$ cat config.mk
export PLATFORM = sky130hd
export DESIGN_NAME = hft_ram
export DESIGN_NICKNAME = d
export VERILOG_FILES = /design/src/rtl/hashflow_flow_record_table_assert.svh /design/src/rtl/hft_ram.sv
export SDC_FILE = /design/constraint.sdc
export NUM_CORES = 1
export LEC_CHECK = 0
export ABC_CLOCK_PERIOD_IN_PS = 3000
export BUFFER_PORTS_ARGS = -buffer_cell sky130_fd_sc_hd__buf_4
export CORE_ASPECT_RATIO = 1.1
export CORE_MARGIN = 2
export CORE_UTILIZATION = 65
export DETAILED_ROUTE_END_ITERATION = 8
export PLACE_DENSITY = 0.84
export SYNTH_ARGS = -nofsm -noshare
export SYNTH_HDL_FRONTEND = slang
export SYNTH_SLANG_ARGS = --single-unit
$ cat constraint.sdc
create_clock -name i_clk -period 3 [get_ports i_clk]
set_input_delay 0.3 -clock i_clk [delete_from_list [all_inputs] [get_ports i_clk]]
set_output_delay 0.3 -clock i_clk [all_outputs]
set_load 0.02 [all_outputs]
$ cat src/rtl/hashflow_flow_record_table_assert.svh
// ----------------------------------------------------------------------------
// Assertion macros for the flow record table
// Concurrent checks; empty under synthesis.
// ----------------------------------------------------------------------------
`ifndef HASHFLOW_FLOW_RECORD_TABLE_ASSERT_SVH
`define HASHFLOW_FLOW_RECORD_TABLE_ASSERT_SVH
`ifndef SYNTHESIS
`define HFT_ASSERT_IMP(lbl, clk, rst_n, ante, cons) \
    lbl: assert property (@(posedge clk) disable iff (!rst_n) (ante) |-> (cons)) \
        else $error("hft assertion failed");
`define HFT_ASSERT_NXT(lbl, clk, rst_n, ante, cons) \
    lbl: assert property (@(posedge clk) disable iff (!rst_n) (ante) |=> (cons)) \
        else $error("hft assertion failed");
`else
`define HFT_ASSERT_IMP(lbl, clk, rst_n, ante, cons)
`define HFT_ASSERT_NXT(lbl, clk, rst_n, ante, cons)
`endif
`endif

$ cat src/rtl/hft_ram.sv
// ----------------------------------------------------------------------------
// hft_ram
// Simple dual-port RAM, one write port, one registered read port.
// ----------------------------------------------------------------------------
module hft_ram #(
    parameter int W = 8,
    parameter int D = 16,
    localparam int AW = $clog2(D)
) (
    input  logic          i_clk,
    input  logic          i_we,
    input  logic [AW-1:0] i_waddr,
    input  logic [W-1:0]  i_wdata,
    input  logic [AW-1:0] i_raddr,
    output logic [W-1:0]  o_rdata
);
    logic [W-1:0] mem [D];
    logic [W-1:0] r_rdata;

    always_ff @(posedge i_clk) begin
        if (i_we) begin
            mem[i_waddr] <= i_wdata;
        end
        r_rdata <= mem[i_raddr];
    end

    assign o_rdata = r_rdata;
endmodule

==> qor.txt <==
Gr usage total: 27.0%
Netlist cell types: 19
Leading cell type in the layout, fill and taps excluded: edfxtp_1
Boundary Pins: 26
Drt pass-1 iters: 5
Commonest cells after routing, fill and taps aside: edfxtp_1 (128), buf_4 (30), mux4_2 (18), a22oi_1 (16), clkbuf_16 (16)
Fill count: 395
First-iteration detailed-routing DRC count: 322
Die height: 97.3 um
Fraction of registers with async set/reset: 0%
Syn Area/Cell: 22.5 um2
Max VDD drop: 710 uV
Peak per-stage delay on the critical path: 0.66 ns
WL final: 10.3 mm
Die Wd: 88.9 um
Core Box Area: 0.00778 mm2
Crit Path Max Fanout: 8
Worst Path Required: 3.14 ns
Clock Latency Late Sink: 0.52 ns
P per Cell Area: 727 mW/mm2
Hold_buf cts: 0
Final total power: 4360 uW
Synth Register Bits: 136
Worst slew margin: 37.8%
Final slew viol count: 0
Initial antenna violation count: 0
DR WL/cell: 26.4 um
# DRC: 0
Clock skew: 0.00751 ns
Mapped cell area: 0.00515 mm2
Post-Synthesis Cells: 229
Clk slew on worst S/H paths: 0.06 ns
Vias in the first global route: 2,594
DRT antenna net count: 0
Slew @ Worst Pin: 0.929 ns
Total gr overflow: 0
Internal reg-to-reg setup slack: 1.61 ns
Slowest CP cell: nor2_1
RSZ-0062 raised after global routing: false
CTS root buf: clkbuf_8
Worst setup SP type: input pin
Pin count of the biggest net entering global routing: 33
Die Area: 0.00865 mm2
H-tree depth: 4
Achievable clock frequency: 692 MHz
Drt via density: 6.38
Via count: 2,483
Final hold violation count: 0
Layout cell share with drive strength beyond 1: 28.5%
Rows: 34
Final #Nets: 286
Layout area overhead: 16.6%
CTS tree: built
# Max-Cap Violations: 0
Syn nets: 247
Post-synth EDFFs: 128
Maximum clock insertion buffer count: 2
Post-DP HPWL: 5.67 mm
Inst Count DP: 357
Status: finished clean
Crit path time final: 1.45 ns
Final Cycle Share: 48.2%
Post-CTS Resized: 0
Fin Setup TNS: 0 ns
Critical path, cell by cell: buf_4, or3b_2, nor2_1
Placer congestion estimate: 0.755
Ys Warns: 0
Setup violations, final: 0
Crit end category: register
Class of the tightest hold or removal check: input pin to register
I/O Buffers: 25
Leakage: 0.00202 uW
First-pass GRT wire length: 15.5 mm
Worst path arrival time: 1.59 ns
Post-CTS setup buffers: 0
Sequential share of the synthesized area: 77.8%
CTS Buf Count: 17
Setup Crit Path Kind: input pin to register
Buf/Inv on CP: 1
CP top delay family: simple AND/OR/NAND/NOR gates
Synth Flop Type: edfxtp_1
Initial core utilization: 66.1%
Final cell count without fillers: 389
Antenna Cells: 0
Total clock sinks: 136
per-layer routing:
layer	GRT usage, %	wire length [um]
met5	0	0
met4	9.67	170
met3	8.58	1060
met2	38.9	5020
met1	39.9	4010
synth_stat cells, types with 2 or more instances:
cell	instances	area share, %
buf_2	3	0.29
nand2b_1	2	0.24
nand2_1	9	0.66
buf_6	3	0.66
a22oi_1	16	2.3
clkdlybuf4s25_2	3	0.58
mux4_2	18	7.9
nor3_1	4	0.39
mux4_1	14	7.1
dfxtp_1	8	3.1
edfxtp_1	128	75
nor2_1	13	0.95
nand3b_1	2	0.29
registers in the layout (all words and copies together) (netlist names):
name	count
mem	128
o_rdata	8
cell families (layout without fill, tap and decap cells):
family | Yosys count | count (layout) | synth area share (%)
compound gates | 16 | 16 | 2.33
buf+inv | 10 | 62 | 1.68
flops | 136 | 136 | 77.8
mux | 32 | 32 | 15.0
simple gates | 35 | 35 | 3.18
power by group:
group / internal (uW) / switching [uW]
Combinational: 90.2 / 122
Sequential: 2120 / 16.7
Clock: 1200 / 806
Total: 3420 / 945
cell type report:
| type | instances | area [um2] | area share, % |
|---|---|---|---|
| Tap cell | 108 | 135 | 2.25 |
| Sequential cell | 136 | 4000 | 66.7 |
| Timing Repair Buffer | 30 | 225 | 3.75 |
| Multi-Input combinational cell | 83 | 1060 | 17.6 |
| Clock inverter | 14 | 163 | 2.71 |
| Clock buffer | 18 | 418 | 6.96 |
path summary, 6_finish.rpt:
check / depth (start not counted) / end / from
min: 1 / mem[5][1] / i_wdata[1]
max: 3 / mem[2][2] / i_waddr[2]
min reg2reg: 3 / o_rdata[4] / mem[4][4]
max reg2reg: 3 / o_rdata[5] / mem[9][5]
metrics by stage:
stage	utilization, %	hold WS, ns	worst slack [ns]	instance area (um2)
floorplan	-	0.399	1.21	5150
global placement	69.6	0.592	1.04	5420
CTS	77.1	0.0602	1.58	6000
finish	77.1	0.0810	1.55	6000
detailed placement	69.6	0.612	1.02	5420
global route	77.1	0.0762	1.48	6000
(Power assumes the default switching activity.)
