## config.mk

```make
export PLATFORM = sky130hd
export DESIGN_NAME = hft_mix
export DESIGN_NICKNAME = d
export VERILOG_FILES = /design/src/rtl/hashflow_flow_record_table_assert.svh /design/src/rtl/hft_pkg.sv /design/src/rtl/hft_mix.sv
export SDC_FILE = /design/constraint.sdc
export NUM_CORES = 1
export LEC_CHECK = 0
export ABC_AREA = 1
export BUFFER_PORTS_ARGS = -buffer_cell sky130_fd_sc_hd__buf_2
export CAP_MARGIN = 20
export CORE_UTILIZATION = 50
export DETAILED_ROUTE_END_ITERATION = 16
export GPL_ROUTABILITY_DRIVEN = 0
export PLACE_DENSITY = 0.76
export SETUP_SLACK_MARGIN = 0.1
export SKIP_CTS_REPAIR_TIMING = 1
export SLEW_MARGIN = 20
export SYNTH_ARGS = -nofsm -noshare
export SYNTH_HDL_FRONTEND = slang
export SYNTH_SLANG_ARGS = --single-unit
```

## constraint.sdc

```tcl
create_clock -name i_clk -period 9.8 [get_ports i_clk]
set_input_delay 1.47 -clock i_clk [delete_from_list [all_inputs] [get_ports i_clk]]
set_output_delay 1.47 -clock i_clk [all_outputs]
set_load 0.03 [all_outputs]
```

## src/rtl/hashflow_flow_record_table_assert.svh

```systemverilog
// ----------------------------------------------------------------------------
// Assertion macros for the flow record table
// Concurrent checks; empty under synthesis.
// ----------------------------------------------------------------------------
`ifndef HASHFLOW_FLOW_RECORD_TABLE_ASSERT_SVH
`define HASHFLOW_FLOW_RECORD_TABLE_ASSERT_SVH
`ifndef SYNTHESIS
`define HFT_ASSERT_IMP(lbl, clk, rst_n, ante, cons) \
    lbl: assert property (@(posedge clk) disable iff (!rst_n) (ante) |-> (cons)) \
        else $error("hft assertion failed");
`define HFT_ASSERT_NXT(lbl, clk, rst_n, ante, cons) \
    lbl: assert property (@(posedge clk) disable iff (!rst_n) (ante) |=> (cons)) \
        else $error("hft assertion failed");
`else
`define HFT_ASSERT_IMP(lbl, clk, rst_n, ante, cons)
`define HFT_ASSERT_NXT(lbl, clk, rst_n, ante, cons)
`endif
`endif

```

## src/rtl/hft_pkg.sv

```systemverilog
// ----------------------------------------------------------------------------
// hft_pkg
// Shared constants, entry formats and helpers of the flow record table.
// ----------------------------------------------------------------------------
package hft_pkg;

    localparam int MAIN_DEPTH = 4096;
    localparam int AUX_DEPTH  = 1024;
    localparam int WAYS       = 3;
    localparam int RECORD_CAP = 40;

    localparam int MAIN_AW = $clog2(MAIN_DEPTH);
    localparam int AUX_AW  = $clog2(AUX_DEPTH);
    localparam int MR_AW   = $clog2(MAIN_DEPTH * RECORD_CAP);
    localparam int AR_AW   = $clog2(AUX_DEPTH * RECORD_CAP);
    localparam int RCNT_W  = $clog2(RECORD_CAP + 1);
    localparam int WAY_W   = (WAYS > 1) ? $clog2(WAYS) : 1;
    localparam int HC_W    = 4;

    localparam logic [31:0] MIX_C1   = 32'h7feb352d;
    localparam logic [31:0] MIX_C2   = 32'h846ca68b;
    localparam logic [31:0] AUX_SEED = 32'hDEADBEEF;
    localparam logic [31:0] CNT_MAX  = 32'hFFFFFFFF;

    localparam logic [7:0][31:0] WAY_SEED = {
        32'hA24BAEDF, 32'h94D049BB, 32'hD1B54A35, 32'h7F4A7C15,
        32'h9E3779B9, 32'hC001D00D, 32'hBADC0FFE, 32'h1234ABCD
    };

    localparam logic [2:0] OC_MAIN_INSERT = 3'd0;
    localparam logic [2:0] OC_MAIN_HIT    = 3'd1;
    localparam logic [2:0] OC_AUX_REPLACE = 3'd2;
    localparam logic [2:0] OC_AUX_INC     = 3'd3;
    localparam logic [2:0] OC_PROMOTE     = 3'd4;

    typedef struct packed {
        logic              valid;
        logic [63:0]       addr_key;
        logic [39:0]       port_key;
        logic [31:0]       count;
        logic [RCNT_W-1:0] rcount;
        logic [47:0]       client;
    } t_entry;

    typedef struct packed {
        logic [51:0] times;
        logic [16:0] length;
    } t_rec;

    localparam int ENT_W = $bits(t_entry);
    localparam int REC_W = $bits(t_rec);

    function automatic logic [31:0] sat_inc(input logic [31:0] c);
        sat_inc = (c == CNT_MAX) ? CNT_MAX : c + 32'd1;
    endfunction

endpackage

```

## src/rtl/hft_mix.sv

```systemverilog
// ----------------------------------------------------------------------------
// hft_mix
// Two-stage pipelined 32-bit mix hash, one multiplier per stage.
// ----------------------------------------------------------------------------
module hft_mix (
    input  logic        i_clk,
    input  logic        i_rst_n,
    input  logic        i_valid,
    input  logic [31:0] i_x,
    output logic        o_valid,
    output logic [31:0] o_y
);
    logic [31:0] r_p1, r_p2;
    logic        r_v1, r_v2;
    logic [31:0] a, b;

    assign a = i_x ^ (i_x >> 16);
    assign b = r_p1 ^ (r_p1 >> 15);

    always_ff @(posedge i_clk) begin
        if (!i_rst_n) begin
            r_v1 <= 1'b0;
            r_v2 <= 1'b0;
        end else begin
            r_v1 <= i_valid;
            r_v2 <= r_v1;
        end
        r_p1 <= a * hft_pkg::MIX_C1;
        r_p2 <= b * hft_pkg::MIX_C2;
    end

    assign o_valid = r_v2;
    assign o_y     = r_p2 ^ (r_p2 >> 16);
endmodule

```

==> out/metrics.csv, run 1 <==
stage,metric,value,unit
floorplan,die area,0.04047,mm^2
grt,Overflow after GRT,0,
floorplan,# rows,72,
critical_path,Critical Path Fanout Max,8,
sta,Slew headroom,30.05,%
grt,GRT Overall Usage,27.94,%
sta,maximum clock rate,123.9,MHz
placement,post-DP HPWL,48.03,mm
critical_path,Critical Path Most Common Cell,fa_1,
yosys,Mapped Nets,3058,
clock_tree,total CTS buffers,9,
critical_path,Worst EP required,10.06,ns
critical_path,crit path max-delay cell type,xor2_1,
sta,Period minus WS final,8.068,ns
cells_and_area,final layout net count,3126,
yosys,register area share after synthesis,6.661,%
grt,antenna violations before repair,0,
run_status,status,completed,
placement,dpl cells,2883,
clock_tree,# clock sinks,66,
cells_and_area,layout cells sized above 1,5.460,%
floorplan,Initial Utilization,50.97,%
sta,Final Hold Viols,0,
floorplan,Core ar.,0.03892,mm^2
worst_hold_path,Hold Crit Class,flip-flop to flip-flop,
route,DRC violations left,0,
grt,first-pass GRT wire length,86.93,mm
yosys,Synth Register Bits,66,
critical_path,Setup CP Type,input pin to flip-flop,
cells_and_area,Fillers,3457,
critical_path,CP Launch Point,i_x[20],
sta,Worst Clk Skew,0.01037,ns
sta,RSZ-0062 raised after global routing,false,
grt,pin count of the biggest net entering global routing,15,
clock_tree,Clock Path Buffers,2,
clock_tree,clock-pin slew on the worst setup and hold paths,0.06,ns
critical_path,CP max stage delay,0.77,ns
worst_hold_path,hold path startpoint,r_v1$_SDFF_PN0_,
route,vias per inst,5.354,
clock_tree,clk_lat worst skew,0.36,ns
critical_path,endpoint class of the critical path,flip-flop,
cells_and_area,Area Overhead vs Synth,6.169,%
route,Vias,15520,
route,Final ANT Viol Nets,0,
floorplan,Die H,201.2,um
grt,vias in the first global route,16680,
route,drt total wl,54.43,mm
route,per-cell routed wire length,18.77,um
critical_path,Crit path arrival time,8.33,ns
job,maxcap violations,0,
sta,slew at the pin closest to its max-slew limit,1.046,ns
cells_and_area,Ant. Diodes,0,
yosys,"Distinct cells, synth",39,
yosys,Cells after Synth,2308,
sta,Fin Setup TNS,0,ns
route,DRT iter0 DRCs,1228,
critical_path,CP Cell Sequence,"buf_2, xor2_1, ha_1, ha_1, a21o_1, fa_1, inv_1, fa_1, inv_1, fa_1, fa_1, fa_1, fa_1, fa_1, ha_1, inv_1, nor3_1, nand2_1, nor4_1, nand2_1, inv_1, nor2_1, nand3_1, nand2_1",
cells_and_area,"leading cell types in the layout, fill and taps excluded","inv_1, ha_1, fa_1",
cells_and_area,"most common cell after layout, fill and taps aside",inv_1,
clock_tree,CTS H-tree lvls,3,
critical_path,critical path launch point type,input pin,
placement,number of port buffers,67,
critical_path,FF-to-FF Start,r_p1[30]$_DFF_P_,
floorplan,Ports,68,
floorplan,Chip Width,201.2,um
clock_tree,CTS tree,done,
route,DR pass1 iterations,8,
sta,final setup violating endpoints,0,
yosys,Post-Synthesis Mean Instance Area,8.595,um^2
sta,period utilisation layout,82.33,%
cells_and_area,fin cells,2899,
cells_and_area,final core utilization,54.12,%
yosys,cell area after synthesis,0.01984,mm^2
clock_tree,clk root buf,clkbuf_16,
sta,fin. max-slew vios,0,
yosys,synth warn,0,
## Yosys cell counts
master,instances,area [um^2]
a221oi_1,1,8.760
a31oi_1,6,37.54
o21bai_1,13,97.59
a21oi_1,61,305.3
o211ai_1,2,15.01
xor2_1,101,884.6
inv_1,704,2643
o21a_1,1,7.510
inv_2,8,30.03
xnor2_1,34,297.8
nor2_1,90,337.8
nor3_1,7,35.03
fa_1,346,6927
nand3_2,3,30.03
a21boi_1,2,15.01
o21ai_0,29,145.1
nand2_4,2,22.52
nand2_2,21,131.4
nor4_2,1,12.51
nand4_1,10,62.56
nor3_2,1,10.01
nand3_1,59,295.3
o31ai_1,1,7.510
or2_2,3,18.77
or2_1,1,6.260
xor2_2,1,16.27
nand2_1,327,1227
a21o_1,6,45.04
a21boi_0,1,7.510
o2111ai_1,1,8.760
nor3b_2,1,12.51
nor4_1,1,6.260
nand2b_1,1,6.260
buf_4,16,120.1
o21ai_1,7,35.03
a211oi_1,1,7.510
ha_1,369,4617
nand3b_1,3,22.52
dfxtp_1,66,1321
## per-stage QoR
| stage | cell area (um^2) | setup WS (ns) | hold slack (ns) |
|---|---|---|---|
| final | 21060 | 1.732 | 0.4276 |
| after global routing | 21060 | 1.609 | 0.4688 |
| after CTS | 21060 | 1.921 | 0.4230 |
| after detailed placement | 20740 | 1.545 | 0.4104 |
| after global placement | 20740 | 1.715 | 0.3960 |
| after floorplan | 19840 | 2.491 | 0.3900 |
## cell families (layout without fill, tap and decap cells)
| logic type | count (synthesis) | in the layout | synth area share (%) |
|---|---|---|---|
| simple gates | 531 | 531 | 11.28 |
| fa+ha+maj | 715 | 715 | 58.19 |
| xor+xnor | 136 | 136 | 6.043 |
| flops | 66 | 66 | 6.661 |
| compound gates | 132 | 132 | 3.747 |
| buf+inv | 728 | 801 | 14.08 |
## final cells by class
cell class | count | area (um^2) | area share [%]
repair buffers | 73 | 380.4 | 1.806
clock inverters | 4 | 48.80 | 0.2317
clock buffers | 12 | 266.5 | 1.265
well taps | 518 | 648.1 | 3.077
flip-flops and latches | 66 | 1321 | 6.274
multi-input cells | 1514 | 15720 | 74.66
inverters | 712 | 2673 | 12.69
## flip-flops by register name (all words and copies together) (netlist names)
register / flops
r_p1: 32
r_p2: 32
o_valid: 1
r_v1: 1
## worst paths after layout
check	to	slack, ns	depth (start not counted)
max	r_p1[31]$_DFF_P_	1.73	24
min	o_valid$_SDFF_PN0_	0.43	2
max reg2reg	r_p2[29]$_DFF_P_	2.87	24
min reg2reg	o_valid$_SDFF_PN0_	0.43	2
## layer usage
metal / global-route usage [%] / up-vias / share of wire [%]
met3: 4.098 / 226 / 7.6
met1: 32.65 / 7499 / 37
met4: 16.69 / 0 / 6.7
met5: 0 / - / 0
li1: - / 6998 / -
met2: 48.62 / 797 / 48
## critical path, delay by kind of cell
kind / cells / cell delay (ns)
compound gates: 1 / 0.19
fa+ha+maj: 10 / 4.58
buf+inv: 5 / 0.48
simple gates: 7 / 0.82
xor+xnor: 1 / 0.77
Power of run 1 is not shown: default switching activity piles up to over one toggle a cycle in this logic, so the estimate is an artifact.
==> run 2, diff against run 1 <==
Settings changed: ABC_AREA 1 to 0, PLACE_DENSITY 0.76 to 0.79.
Clock period 9.8 ns to 7.4 ns, I/O delays scaled along.
==> run 2 against run 1 <==
Net effect: register-to-register slack worse by 2.1 ns; flip-flop and latch count is the same; synthesized cell count fell by 18%; cell count is 13% lower; critical path depth is 1 lower; sequential share of layout area is 0.18 points higher; worst hold slack improved by 0.029 ns.
==> out/metrics.csv, run 2 <==
stage,metric,value,unit
route,Final ANT Viol Nets,0,
critical_path,R2R cell count,22,
sta,"crit path setup slack, layout",0.3444,ns
sta,final setup violating endpoints,0,
critical_path,Worst EP required,7.68,ns
route,vias per inst,5.214,
sta,Worst Clk Skew,0.003939,ns
cells_and_area,"most common cell after layout, fill and taps aside",inv_1,
yosys,top-count cell post-synth,inv_1,
run_status,status,completed,
cells_and_area,final layout net count,2751,
yosys,"top cells by area, synth","fa_1, ha_1, inv_1",
sta,fin. max-slew vios,0,
sta,maximum clock rate,141.7,MHz
sta,Fin Setup TNS,0,ns
placement,Place WS,-0.1202,ns
yosys,register area share after synthesis,6.989,%
sta,Slew headroom,55.30,%
cells_and_area,top flop regs,"r_p1: 32 flops, r_p2: 32 flops",
grt,antenna violations before repair,0,
yosys,cell area after synthesis,0.01890,mm^2
yosys,post-synth top area share,36.64,%
critical_path,endpoint class of the critical path,flip-flop,
cells_and_area,Ant. Diodes,0,
critical_path,Critical Path Fanout Max,5,
floorplan,die area,0.03859,mm^2
cells_and_area,layout cells sized above 1,8.325,%
grt,pin count of the biggest net entering global routing,13,
yosys,Synth Flop Type,dfxtp_1,
sta,Final Hold Viols,0,
cells_and_area,fin cells,2510,
yosys,Mapped Nets,2641,
floorplan,Chip Width,196.4,um
yosys,"Distinct cells, synth",65,
clock_tree,clk_lat worst skew,0.35,ns
clock_tree,CTS tree,done,
sta,RSZ-0062 raised after global routing,false,
grt,first-pass GRT wire length,77.18,mm
yosys,"top cells by count, synth","inv_1, ha_1, fa_1, xnor2_1, xor2_1",
route,drt total wl,47.67,mm
critical_path,critical path launch point type,input pin,
yosys,Post-Synthesis Mean Instance Area,9.997,um^2
clock_tree,clock-pin slew on the worst setup and hold paths,0.05,ns
yosys,Synth Register Bits,66,
worst_hold_path,Hold Path Depth,1,
route,DRC violations left,0,
grt,Overflow after GRT,0,
floorplan,Die H,196.4,um
route,DRT iter0 DRCs,624,
floorplan,Core ar.,0.03687,mm^2
critical_path,Crit path arrival time,7.34,ns
sta,slew at the pin closest to its max-slew limit,0.6683,ns
clock_tree,clk root buf,clkbuf_16,
sta,period utilisation layout,95.35,%
clock_tree,# clock sinks,66,
route,per-cell routed wire length,18.99,um
route,DR pass1 iterations,4,
worst_hold_path,Hold Crit Class,flip-flop to flip-flop,
route,Vias,13090,
clock_tree,Clock Path Buffers,2,
placement,number of port buffers,67,
yosys,share of flip-flops with an asynchronous set or reset,0,%
yosys,Cells after Synth,1891,
placement,post-DP HPWL,42.78,mm
clock_tree,total CTS buffers,9,
cells_and_area,Fillers,3071,
yosys,Post-synth EDFFs,0,
placement,dpl cells,2494,
cells_and_area,Area Overhead vs Synth,8.313,%
yosys,largest area contributor in the netlist,fa_1,
floorplan,Initial Utilization,51.27,%
cells_and_area,"leading cell types in the layout, fill and taps excluded","inv_1, ha_1, fa_1",
floorplan,# rows,70,
grt,GRT Overall Usage,26.21,%
job,maxcap violations,0,
critical_path,Setup CP Type,input pin to flip-flop,
sta,Period minus WS final,7.056,ns
cells_and_area,final core utilization,55.53,%
grt,vias in the first global route,15040,
floorplan,Ports,68,
clock_tree,CTS H-tree lvls,3,
yosys,synth warn,0,
[run 2: cell types whose count changed in the layout (fill, tap and decap cells not counted), moves of 27 or more]
cell | previous run | this run
xnor2_1 | 34 | 133
buf_4 | 6 | 52
nor2_1 | 90 | 42
nand2_1 | 327 | 37
nand3_1 | 59 | 14
xor2_1 | 101 | 74
inv_1 | 704 | 568
[run 2: routing by layer]
layer / up-vias / track usage, % / share of wire [%]
met4: 0 / 16.09 / 6.7
met3: 185 / 3.320 / 5.3
li1: 5956 / - / -
met1: 6453 / 29.62 / 38
met2: 493 / 47.07 / 50
met5: - / 0 / 0
[run 2: final timing paths]
path	startpoint	to	slack, ns
worst min-delay path	r_v1$_SDFF_PN0_	o_valid$_SDFF_PN0_	0.46
worst max-delay path	i_x[25]	r_p1[28]$_DFF_P_	0.34
worst min register to register	r_v1$_SDFF_PN0_	o_valid$_SDFF_PN0_	0.46
worst max register to register	r_p1[22]$_DFF_P_	r_p2[30]$_DFF_P_	0.74
[run 2: logic make-up (layout without fill, tap and decap cells)]
logic type,Yosys count,count (layout),share of synthesized area [%]
fa+ha+maj,715,715,61.06
buf+inv,590,705,12.04
xor+xnor,216,216,10.29
simple gates,153,153,3.998
compound gates,151,151,5.626
flops,66,66,6.989
[run 2: critical path, stage by stage]
cell and delay (ns):
buf_2 0.16, xnor2_2 0.19, inv_1 0.18, ha_1 0.31, inv_1 0.11, fa_1 0.46, fa_1 0.54, inv_1 0.05
fa_1 0.41, fa_1 0.48, fa_1 0.52, fa_1 0.49, inv_1 0.05, fa_1 0.47, inv_1 0.04, ha_1 0.22
a211oi_2 0.28, nor3b_1 0.26, o311ai_1 0.23, a41o_1 0.32, a21o_1 0.20, a21oi_2 0.14, xnor2_1 0.12
[run 2: stage by stage]
stage | area [um^2] | hold WS [ns]
after floorplan | 18900 | 0.4118
after global placement | 20140 | 0.4214
after detailed placement | 20140 | 0.4464
after CTS | 20440 | 0.4622
after global routing | 20480 | 0.4751
final | 20480 | 0.4566
[run 2: cell type report]
| type | count | area, um^2 | share of cell area, % |
|---|---|---|---|
| Sequential cell | 66 | 1321 | 6.453 |
| Multi-Input combinational cell | 1235 | 15340 | 74.91 |
| Inverter | 569 | 2136 | 10.43 |
| Clock buffer | 10 | 239.0 | 1.167 |
| Clock inverter | 6 | 65.06 | 0.3178 |
| Tap cell | 504 | 630.6 | 3.080 |
| Timing Repair Buffer | 120 | 745.7 | 3.642 |
Power of run 2 is left out for the same reason.
==> run 3, diff against run 2 <==
Settings changed: CAP_MARGIN 20 to unset, CTS_BUF_LIST set to sky130_fd_sc_hd__clkbuf_8, RECOVER_POWER set to 50.
==> run 3 against run 2 <==
Net effect: global-route usage is 0.067 points lower; core utilization decreased by 0.43 points; first-iteration DRC count down 3.8%; count of clock-buffer cells in the layout is the same; flip-flop and latch count unchanged; routed wire length about the same; largest cell class unchanged; critical path depth shrank 1; non-clock buffer count unchanged; cell count stayed put; register-to-register slack lost 0.03 ns; critical endpoint is now r_p1[30]$_DFF_P_.
==> out/metrics.csv, run 3 (synthesized netlist as in run 2, its figures left out) <==
stage,metric,value,unit
placement,placed cell area,0.02014,mm^2
clock_tree,total CTS buffers,9,
grt,vias in the first global route,14990,
sta,slew at the pin closest to its max-slew limit,0.9749,ns
cells_and_area,layout cells sized above 1,6.481,%
sta,maximum clock rate,141.6,MHz
clock_tree,CTS H-tree lvls,3,
route,DR pass1 iterations,5,
cells_and_area,"leading cell types in the layout, fill and taps excluded","inv_1, ha_1, fa_1",
sta,final setup violating endpoints,0,
sta,period utilisation layout,95.41,%
cells_and_area,top flop regs,"r_p1: 32 flops, r_p2: 32 flops",
critical_path,R2R cell count,20,
worst_hold_path,Hold Crit Endpoint,o_valid$_SDFF_PN0_,
worst_hold_path,hold path startpoint,r_v1$_SDFF_PN0_,
route,Vias,13110,
sta,Final Hold Viols,0,
floorplan,Chip Width,196.4,um
floorplan,Initial Utilization,51.27,%
route,drt total wl,47.71,mm
worst_hold_path,Hold Path Depth,1,
floorplan,Ports,68,
sta,Worst Clk Skew,0.004292,ns
critical_path,Worst EP required,7.67,ns
sta,RSZ-0062 raised after global routing,false,
placement,post-DP HPWL,42.78,mm
clock_tree,clock-pin slew on the worst setup and hold paths,0.07,ns
cells_and_area,Area Overhead vs Synth,7.479,%
job,maxcap violations,0,
run_status,status,completed,
worst_hold_path,Hold Crit Class,flip-flop to flip-flop,
clock_tree,clk_lat worst skew,0.37,ns
grt,pin count of the biggest net entering global routing,13,
placement,number of port buffers,67,
critical_path,Critical Path Fanout Max,10,
route,DRC violations left,0,
route,vias per inst,5.223,
floorplan,Die H,196.4,um
sta,fin. max-slew vios,0,
critical_path,Setup CP Type,input pin to flip-flop,
grt,first-pass GRT wire length,76.97,mm
cells_and_area,Final Instance Area,0.02032,mm^2
floorplan,# rows,70,
route,DRT iter0 DRCs,600,
floorplan,die area,0.03859,mm^2
floorplan,Core ar.,0.03687,mm^2
cells_and_area,Fillers,3126,
cells_and_area,final layout net count,2751,
critical_path,"setup slack, reg-to-reg",0.71,ns
grt,Overflow after GRT,0,
critical_path,Crit path arrival time,7.33,ns
critical_path,Reg2Reg Capture Point,r_p2[30]$_DFF_P_,
sta,worst hold slack,0.4718,ns
grt,antenna violations before repair,0,
critical_path,endpoint class of the critical path,flip-flop,
route,Final ANT Viol Nets,0,
route,per-cell routed wire length,19.01,um
cells_and_area,final core utilization,55.10,%
cells_and_area,"most common cell after layout, fill and taps aside",inv_1,
clock_tree,# clock sinks,66,
critical_path,critical path launch point type,input pin,
cells_and_area,Ant. Diodes,0,
sta,Slew headroom,35.01,%
sta,Period minus WS final,7.060,ns
clock_tree,Clock Path Buffers,2,
critical_path,FF-to-FF Start,r_p1[29]$_DFF_P_,
clock_tree,clk root buf,clkbuf_8,
grt,GRT Overall Usage,26.15,%
clock_tree,CTS tree,done,
run 3: changes by cell type in the layout (fill, tap and decap cells not counted), sizes merged:
cell | previous run | this run
buf | 120 | 83
clkbuf | 10 | 47
run 3: worst max-delay path by stage:
stage	startpoint	endpoint	slack [ns]	cells past startpoint
detailed placement	i_x[20]	r_p1[31]$_DFF_P_	-0.12	22
global route	i_x[0]	r_p1[31]$_DFF_P_	0.09	26
global placement	i_x[5]	r_p1[30]$_DFF_P_	0.09	24
finish	i_x[0]	r_p1[30]$_DFF_P_	0.34	22
floorplan	i_x[9]	r_p1[28]$_DFF_P_	0.33	23
CTS	i_x[20]	r_p1[31]$_DFF_P_	0.27	22
run 3: final cells by class:
type | count | area (um^2) | area share, %
Inverter | 569 | 2136 | 10.51
Clock inverter | 6 | 65.06 | 0.3202
Tap cell | 504 | 630.6 | 3.104
Clock buffer | 10 | 137.6 | 0.6774
Timing Repair Buffer | 120 | 689.4 | 3.393
Sequential cell | 66 | 1321 | 6.503
Multi-Input combinational cell | 1235 | 15340 | 75.49
run 3: per-layer routing:
metal  part of all wire [%]  track usage (%)
met2                     50            46.90
met4                    7.0            16.46
met1                     38            29.52
met3                    5.4            3.166
met5                      0                0
run 3: critical path: stages:
cell and delay, ns:
buf_2 0.11, xor2_1 0.38, clkbuf_1 0.48, clkbuf_1 0.63
nand2_1 0.18, nor2_1 0.17, fa_1 0.45, ha_1 0.30
ha_1 0.27, inv_1 0.05, fa_1 0.46, fa_1 0.50
inv_1 0.05, ha_1 0.37, nand2_2 0.12, nor4b_4 0.34
nor3_2 0.12, o311ai_1 0.53, nand2_1 0.19, o31ai_1 0.27
a21oi_1 0.11, xnor2_1 0.13
run 3: stage by stage:
step | setup WS (ns) | instances | setup TNS, ns
finish | 0.3397 | 2510 | 0
global route | 0.08870 | 2510 | 0
CTS | 0.2730 | 2510 | 0
detailed placement | -0.1202 | 2494 | -0.3781
global placement | 0.09420 | 2494 | 0
floorplan | 0.3325 | 1891 | 0
Power of run 3 is left out for the same reason.
